`src/cse_pkg.sv`:
```
// ----------------------------------------------------------------------------
// Cyclic sort engine package
// Shared default sizes for the cyclic sort engine and its parts.
// ----------------------------------------------------------------------------
package cse_pkg;

  localparam int CSE_MAX_ITEMS   = 64;
  localparam int CSE_VALUE_WIDTH = 16;

endpackage

```
`src/cse_stream_if.sv`:
```
// ----------------------------------------------------------------------------
// Cyclic sort engine channels
// Valid/ready channels for the input values and for the sorted results.
// ----------------------------------------------------------------------------
interface cse_in_if
  import cse_pkg::*;
#(
  parameter int VALUE_WIDTH = CSE_VALUE_WIDTH
) ();
  logic                          valid;
  logic                          ready;
  logic signed [VALUE_WIDTH-1:0] value;
  logic                          last;

  modport source (output valid, output value, output last, input ready);
  modport sink   (input valid, input value, input last, output ready);
endinterface

interface cse_out_if
  import cse_pkg::*;
#(
  parameter int VALUE_WIDTH = CSE_VALUE_WIDTH
) ();
  logic                          valid;
  logic                          ready;
  logic signed [VALUE_WIDTH-1:0] sorted_value;
  logic                          last_out;
  logic                          overflow;

  modport source (output valid, output sorted_value, output last_out, output overflow,
                  input ready);
  modport sink   (input valid, input sorted_value, input last_out, input overflow,
                  output ready);
endinterface

```
`src/cyclic_sort_engine.sv`:
```
// ----------------------------------------------------------------------------
// Cyclic sort engine
// Collects a set of signed values, cyclic sorts them in a RAM and emits them.
// ----------------------------------------------------------------------------
// Values arrive as requests on in_s; the request with last set closes the set.
// Each value is written to the next free RAM entry, and in_s.ready stays high
// while the set is being collected. Values beyond MAX_ITEMS are dropped and
// every result of that set then carries overflow.
// On the closing request the engine stops accepting and sorts the n held
// entries through the single RAM port pair: at each position it reads the
// entry and, if its value lies in 1..n, the target entry; it swaps the two
// when they differ and advances otherwise. The results follow on out_m, one
// per entry in position order, with last_out on the final one.
// A stalled receiver holds the result register and the engine waits with it.
// After the final result is taken the engine is ready for the next set.
// A synchronous reset (rst_n low) empties the set and drops any pending
// result; the RAM contents are not cleared.
// ----------------------------------------------------------------------------
module cyclic_sort_engine
  import cse_pkg::*;
#(
  parameter int MAX_ITEMS   = CSE_MAX_ITEMS,
  parameter int VALUE_WIDTH = CSE_VALUE_WIDTH
) (
  input  logic       clk,
  input  logic       rst_n,
  cse_in_if.sink     in_s,
  cse_out_if.source  out_m
);

  localparam int AW = $clog2(MAX_ITEMS);
  localparam int CW = $clog2(MAX_ITEMS + 1);
  localparam int XW = ((VALUE_WIDTH > CW) ? VALUE_WIDTH : CW) + 1;

  typedef enum logic [3:0] {
    S_LOAD,
    S_RD_CUR,
    S_GET_CUR,
    S_CHECK,
    S_GET_TGT,
    S_WR_TGT,
    S_EM_RD,
    S_EM_LOAD,
    S_EM_HOLD
  } state_t;

  state_t                        state_r,     state_nxt;
  logic [CW-1:0]                 count_r,     count_nxt;
  logic [CW-1:0]                 pos_r,       pos_nxt;
  logic                          dropped_r,   dropped_nxt;
  logic signed [VALUE_WIDTH-1:0] cur_r,       cur_nxt;
  logic signed [VALUE_WIDTH-1:0] tval_r,      tval_nxt;
  logic [AW-1:0]                 tgt_r,       tgt_nxt;
  logic                          out_valid_r, out_valid_nxt;
  logic signed [VALUE_WIDTH-1:0] out_val_r,   out_val_nxt;
  logic                          out_last_r,  out_last_nxt;
  logic                          out_ovf_r,   out_ovf_nxt;

  logic                   ram_we;
  logic [AW-1:0]          ram_waddr;
  logic [VALUE_WIDTH-1:0] ram_wdata;
  logic [AW-1:0]          ram_raddr;
  logic [VALUE_WIDTH-1:0] ram_rdata;

  logic signed [XW-1:0] cur_x;
  logic signed [XW-1:0] n_x;
  logic [XW-1:0]        tgt_sum;
  logic                 in_range;
  logic [CW-1:0]        pos_inc;
  logic                 has_room;

  assign cur_x    = XW'(cur_r);
  assign n_x      = $signed({1'b0, (XW-1)'(count_r)});
  assign tgt_sum  = cur_x - XW'(1);
  assign in_range = !cur_x[XW-1] && (cur_x != '0) && (cur_x <= n_x);
  assign pos_inc  = pos_r + CW'(1);
  assign has_room = count_r < CW'(MAX_ITEMS);

  cse_ram #(
    .WIDTH (VALUE_WIDTH),
    .DEPTH (MAX_ITEMS)
  ) u_store (
    .clk   (clk),
    .we    (ram_we),
    .waddr (ram_waddr),
    .wdata (ram_wdata),
    .raddr (ram_raddr),
    .rdata (ram_rdata)
  );

  always_comb begin
    state_nxt     = state_r;
    count_nxt     = count_r;
    pos_nxt       = pos_r;
    dropped_nxt   = dropped_r;
    cur_nxt       = cur_r;
    tval_nxt      = tval_r;
    tgt_nxt       = tgt_r;
    out_valid_nxt = out_valid_r;
    out_val_nxt   = out_val_r;
    out_last_nxt  = out_last_r;
    out_ovf_nxt   = out_ovf_r;
    ram_we        = 1'b0;
    ram_waddr     = count_r[AW-1:0];
    ram_wdata     = in_s.value;
    ram_raddr     = pos_r[AW-1:0];

    unique case (state_r)
      S_LOAD: begin
        if (in_s.valid) begin
          if (has_room) begin
            ram_we    = 1'b1;
            count_nxt = count_r + CW'(1);
          end else begin
            dropped_nxt = 1'b1;
          end
          if (in_s.last) begin
            pos_nxt   = '0;
            state_nxt = S_RD_CUR;
          end
        end
      end
      S_RD_CUR: begin
        state_nxt = S_GET_CUR;
      end
      S_GET_CUR: begin
        cur_nxt   = $signed(ram_rdata);
        state_nxt = S_CHECK;
      end
      S_CHECK: begin
        tgt_nxt   = tgt_sum[AW-1:0];
        ram_raddr = tgt_sum[AW-1:0];
        if (in_range) begin
          state_nxt = S_GET_TGT;
        end else if (pos_inc == count_r) begin
          pos_nxt   = '0;
          state_nxt = S_EM_RD;
        end else begin
          pos_nxt   = pos_inc;
          state_nxt = S_RD_CUR;
        end
      end
      S_GET_TGT: begin
        tval_nxt = $signed(ram_rdata);
        if ($signed(ram_rdata) != cur_r) begin
          ram_we    = 1'b1;
          ram_waddr = pos_r[AW-1:0];
          ram_wdata = ram_rdata;
          state_nxt = S_WR_TGT;
        end else if (pos_inc == count_r) begin
          pos_nxt   = '0;
          state_nxt = S_EM_RD;
        end else begin
          pos_nxt   = pos_inc;
          state_nxt = S_RD_CUR;
        end
      end
      S_WR_TGT: begin
        ram_we    = 1'b1;
        ram_waddr = tgt_r;
        ram_wdata = cur_r;
        cur_nxt   = tval_r;
        state_nxt = S_CHECK;
      end
      S_EM_RD: begin
        state_nxt = S_EM_LOAD;
      end
      S_EM_LOAD: begin
        out_val_nxt   = $signed(ram_rdata);
        out_last_nxt  = (pos_inc == count_r);
        out_ovf_nxt   = dropped_r;
        out_valid_nxt = 1'b1;
        state_nxt     = S_EM_HOLD;
      end
      S_EM_HOLD: begin
        if (out_m.ready) begin
          out_valid_nxt = 1'b0;
          if (out_last_r) begin
            count_nxt   = '0;
            pos_nxt     = '0;
            dropped_nxt = 1'b0;
            state_nxt   = S_LOAD;
          end else begin
            pos_nxt   = pos_inc;
            state_nxt = S_EM_RD;
          end
        end
      end
      default: begin
        state_nxt = S_LOAD;
      end
    endcase
  end

  always_ff @(posedge clk) begin
    if (!rst_n) begin
      state_r     <= S_LOAD;
      count_r     <= '0;
      pos_r       <= '0;
      dropped_r   <= 1'b0;
      out_valid_r <= 1'b0;
    end else begin
      state_r     <= state_nxt;
      count_r     <= count_nxt;
      pos_r       <= pos_nxt;
      dropped_r   <= dropped_nxt;
      out_valid_r <= out_valid_nxt;
    end
    cur_r      <= cur_nxt;
    tval_r     <= tval_nxt;
    tgt_r      <= tgt_nxt;
    out_val_r  <= out_val_nxt;
    out_last_r <= out_last_nxt;
    out_ovf_r  <= out_ovf_nxt;
  end

  assign in_s.ready         = (state_r == S_LOAD);
  assign out_m.valid        = out_valid_r;
  assign out_m.sorted_value = out_val_r;
  assign out_m.last_out     = out_last_r;
  assign out_m.overflow     = out_ovf_r;

endmodule

```
`src/cse_ram.sv`:
```
// ----------------------------------------------------------------------------
// Cyclic sort engine RAM
// Generic single write port, single read port RAM with registered read data.
// ----------------------------------------------------------------------------
module cse_ram
  import cse_pkg::*;
#(
  parameter int WIDTH = CSE_VALUE_WIDTH,
  parameter int DEPTH = CSE_MAX_ITEMS,
  localparam int AW   = (DEPTH > 1) ? $clog2(DEPTH) : 1
) (
  input  logic             clk,
  input  logic             we,
  input  logic [AW-1:0]    waddr,
  input  logic [WIDTH-1:0] wdata,
  input  logic [AW-1:0]    raddr,
  output logic [WIDTH-1:0] rdata
);

  logic [WIDTH-1:0] mem [DEPTH];

  always_ff @(posedge clk) begin
    if (we) begin
      mem[waddr] <= wdata;
    end
    rdata <= mem[raddr];
  end

endmodule

```
`src/flat_wrapper.sv`:
```
// flat-port wrapper written by rule: the top's interface ports become plain ports
module cyclic_sort_engine_flat import cse_pkg::*;
#(
  parameter int MAX_ITEMS   = CSE_MAX_ITEMS,
  parameter int VALUE_WIDTH = CSE_VALUE_WIDTH
)
  (clk, rst_n, in_s_valid, in_s_value, in_s_last, in_s_ready, out_m_valid, out_m_sorted_value, out_m_last_out, out_m_overflow, out_m_ready);
  cse_in_if #(.VALUE_WIDTH(VALUE_WIDTH)) in_s_i ();
  cse_out_if #(.VALUE_WIDTH(VALUE_WIDTH)) out_m_i ();
  input  logic clk;
  input  logic rst_n;
  input wire logic [$bits(in_s_i.valid)-1:0] in_s_valid;
  input wire logic [$bits(in_s_i.value)-1:0] in_s_value;
  input wire logic [$bits(in_s_i.last)-1:0] in_s_last;
  output wire logic [$bits(in_s_i.ready)-1:0] in_s_ready;
  output wire logic [$bits(out_m_i.valid)-1:0] out_m_valid;
  output wire logic [$bits(out_m_i.sorted_value)-1:0] out_m_sorted_value;
  output wire logic [$bits(out_m_i.last_out)-1:0] out_m_last_out;
  output wire logic [$bits(out_m_i.overflow)-1:0] out_m_overflow;
  input wire logic [$bits(out_m_i.ready)-1:0] out_m_ready;
  assign in_s_i.valid = in_s_valid;
  assign in_s_i.value = in_s_value;
  assign in_s_i.last = in_s_last;
  assign in_s_ready = in_s_i.ready;
  assign out_m_valid = out_m_i.valid;
  assign out_m_sorted_value = out_m_i.sorted_value;
  assign out_m_last_out = out_m_i.last_out;
  assign out_m_overflow = out_m_i.overflow;
  assign out_m_i.ready = out_m_ready;
  cyclic_sort_engine #(.MAX_ITEMS(MAX_ITEMS), .VALUE_WIDTH(VALUE_WIDTH)) u_core (.clk(clk), .rst_n(rst_n), .in_s(in_s_i), .out_m(out_m_i));
endmodule
```
`config.mk`:
```
export PLATFORM = sky130hd
export DESIGN_NAME = cyclic_sort_engine_flat
export DESIGN_NICKNAME = d
export VERILOG_FILES = /design/src/cse_pkg.sv /design/src/cse_stream_if.sv /design/src/cyclic_sort_engine.sv /design/src/cse_ram.sv /design/src/flat_wrapper.sv
export SDC_FILE = /design/constraint.sdc
export NUM_CORES = 1
export LEC_CHECK = 0
export BUFFER_PORTS_ARGS = -buffer_cell sky130_fd_sc_hd__buf_2
export CORE_ASPECT_RATIO = 0.6
export CORE_MARGIN = 5
export CORE_UTILIZATION = 40
export DETAILED_ROUTE_END_ITERATION = 6
export SLEW_MARGIN = 20
export SYNTH_ARGS = -nofsm -noshare
export SYNTH_HDL_FRONTEND = slang
export SYNTH_SLANG_ARGS = --single-unit
```
`constraint.sdc`:
```
create_clock -name clk -period 5.59 [get_ports clk]
set_input_delay 0 -clock clk [delete_from_list [all_inputs] [get_ports clk]]
set_output_delay 0 -clock clk [all_outputs]
set_load 0.01 [all_outputs]
```
==> qor.txt <==
Yosys cell types = 83
Die area = 120300 sq um
Fraction of registers with async set/reset = 0%
Setup slack, reg-to-reg = 1.05 ns
Slowest Stage Delay on Critical Path = 1.08 ns
Reg2Reg Depth = 10
Fin nets = 3183
Max_slew headroom = 17.27%
Final setup skew = 0.02324 ns
P_leak = 0.01674 uW
WS Path Type = flop to flop
Worst hold path type = primary input to flop
Overall Global Routing Usage = 21.51%
Clock latency on the worst-skew pair = 0.71 ns
Drt initial violations = 3983
Die Y = 270.6 um
Peak Freq = 0.2203 GHz
H-tree depth = 3
Slew of the pin with the lowest slew margin = 1.233 ns
Drt total wl = 132.6 mm
Drt wl/cell = 28.03 um
CTS Sinks = 1116
IO buf count = 40
Remaining global-route overflow = 0
Clock transition at the registers of the reported paths = 0.07 ns
Synth warn = 0
Crit path DAT = 5.18 ns
Clock Tree Root = clkbuf_16
Row cnt = 95
CTS tree = done
Largest cells by area after synthesis = edfxtp_1 (72%), mux2i_1 (7.3%), nand2_1 (4.0%), nand3_1 (2.3%), a22oi_1 (2.1%)
Reg-to-Reg Start = u_core.cur_r[0]
Top-area cell type share of the netlist area = 71.62%
Most common cell in the synthesized netlist = edfxtp_1
Post-synth EDFFs = 1080
Sequential Area = 33150 sq um
RSZ-0062 raised after global routing = false
Required time worst endpoint = 6.23 ns
Fin. Hold Viols = 0
Via Count = 27610
Levels on crit path = 10
Vias in the first global route = 24980
Worst path top cell family by delay = compound AO/OA/AOI/OAI gates
Worst vdd ir = 297.2 uV
Deepest clock path buffer count = 3
Critical path peak fanout = 45
Die W = 444.4 um
Max stage delay cell, worst path = a211oi_1
Final Slew Violations = 0
Initial Util = 40.36%
Syn-to-layout area delta = 12.90%
Crit path to = u_core.u_store.rdata[9]
Crit start category = flop
Period utilisation layout = 81.19%
Largest net degree at the start of global routing = 108
Post-DP HPWL = 82.36 mm
Critical path endpoint category = flop
Max Cap Violations = 0
Final Critical Period = 4.538 ns
CP startpoint = u_core.cur_r[0]
Final setup TNS = 0 ns
Final Cell Area = 51130 sq um
Syn nets = 3078
Post-Syn Instances = 3046
Vias per inst = 5.835
Commonest cells in the netlist = edfxtp_1 (1080), nand2_1 (478), mux2i_1 (328), nand3_1 (210), a22oi_1 (126)
Reg2reg end = u_core.u_store.rdata[9]
Core ar. = 112200 sq um
Critical path cell sequence = inv_1 > ha_1 > xor2_1 > mux2_8 > buf_4 > mux2i_1 > mux2i_1 > o22ai_1 > a211oi_1 > and4_1
Syn Std Cell Area = 45280 sq um
Placed instance area = 47890 sq um
Boundary Pins = 41
DRC = 0
Post-synth top flop = edfxtp_1
Num CTS Buffers = 96
Layout cells sized above 1 = 12.86%
Status = finished clean
Area of the multi-input gates = 11420 sq um
Most frequent CP cell = mux2i_1
P per Cell Area = 324.0 nW/um^2
Synth area leader = edfxtp_1
Sequential share of the synthesized area = 73.21%
Worst path bufs/invs = 2
GPL Wtd Cong = 0.9116
Fill count = 9815
Setup violations, final = 0
Hold depth = 3
Detailed Routing Iterations Pass 1 = 6
ANT nets after route = 0
Post-synthesis register bit count = 1116
Initial antenna violation count = 10
Mean area per synthesized cell = 14.87 sq um
First-pass GRT wire length = 188.6 mm
Post-CTS setup buffers = 0
==> cell usage in the layout, fill, tap and decap left out, drive strengths merged, types with 5 or more instances in the layout <==
cell type	count
nand3	211
edfxtp	1080
xor2	5
inv	18
nand4	47
mux2	21
nor2b	6
clkbuf	123
dlygate4sd3	8
ha	11
mux4	12
clkinv	35
dfxtp	36
a22oi	126
a21o	5
a31oi	36
or3	6
xnor2	26
and4	14
nand2	480
nor2	101
bufinv	9
nor3	11
nand2b	6
a21oi	113
o22ai	47
buf	177
mux2i	330
a211oi	16
o21ai	39
==> through the flow <==
step	total power, uW	instances	utilization, %	hold slack [ns]	setup slack [ns]
floorplan	9693	3046	-	0.1073	0.3125
global placement	9959	4545	42.63	0.2831	1.189
detailed placement	9965	4547	42.68	0.2804	1.126
CTS	16640	4728	45.52	0.04444	1.124
global route	17040	4729	45.56	0.01784	0.9661
finish	16570	4731	45.56	0.01543	1.052
==> worst min-delay path by stage <==
stage | from | endpoint
after CTS | in_s_value[11] | u_core.u_store.mem[43][11]
after global placement | out_m_ready | u_core.out_m.valid
after floorplan | out_m_ready | u_core.out_m.valid
final | in_s_value[15] | u_core.u_store.mem[43][15]
after global routing | in_s_value[15] | u_core.u_store.mem[43][15]
after detailed placement | out_m_ready | u_core.out_m.valid
==> layer usage <==
layer  vias up  GRT usage, %  routed length (um)
li1      11900             -                   -
met1     14060         35.50               62750
met2      1515         26.43               50040
met3       135         7.903               17980
met4         2         3.845                1816
met5         -             0                  14
==> sequential cells by signal (all words and copies together), names as in the netlist <==
register / count
u_core.tval_r: 16
u_core.tgt_r: 6
u_core.out_m.sorted_value: 16
u_core.out_m.last_out: 1
u_core.cur_r: 16
u_core.u_store.mem: 1024
u_core.u_store.rdata: 16
u_core.state_r: 4
u_core.out_m.overflow: 1
u_core.dropped_r: 1
u_core.count_r: 7
u_core.pos_r: 7
u_core.out_m.valid: 1
==> worst reg2reg max path, cell delays in order (launching register included) <==
cell      delay (ns)
edfxtp_1        0.50
inv_1           0.27
ha_1            0.23
xor2_1          0.37
mux2_8          0.56
buf_4           0.51
mux2i_1         0.12
mux2i_1         0.20
o22ai_1         0.30
a211oi_1        1.08
and4_1          0.33
==> what timing repair did <==
action / CTS / global route
setup endpoints to repair: 0 / 0
resized for setup: 0 / 0
hold buffers: 8 / 0
endpoints found under the hold margin: 58 / 0
==> cell type report <==
type                    count  area share [%]
clock buffers             123           5.039
inverters                  16          0.1224
flip-flops and latches   1116           64.85
multi-input cells        1736           22.34
repair buffers            185           2.932
clock inverters            50           1.030
well taps                1503           3.678
diodes                      2        0.009789
==> report_power, final <==
group          internal (uW)  switching (uW)
clock network           3690            3070
logic                    139             375
registers               9220            75.6
==> cell families (layout without fill, tap and decap cells) <==
group	after synthesis	in the layout	synth area share, %
buf+inv	194	374	2.279
fa+ha+maj	11	11	0.3039
compound gates	421	421	6.120
other cells	0	2	0
mux	363	363	8.485
xor+xnor	31	31	0.5996
simple gates	910	910	9.005
flops	1116	1116	73.21
(Power assumes the default switching activity.)
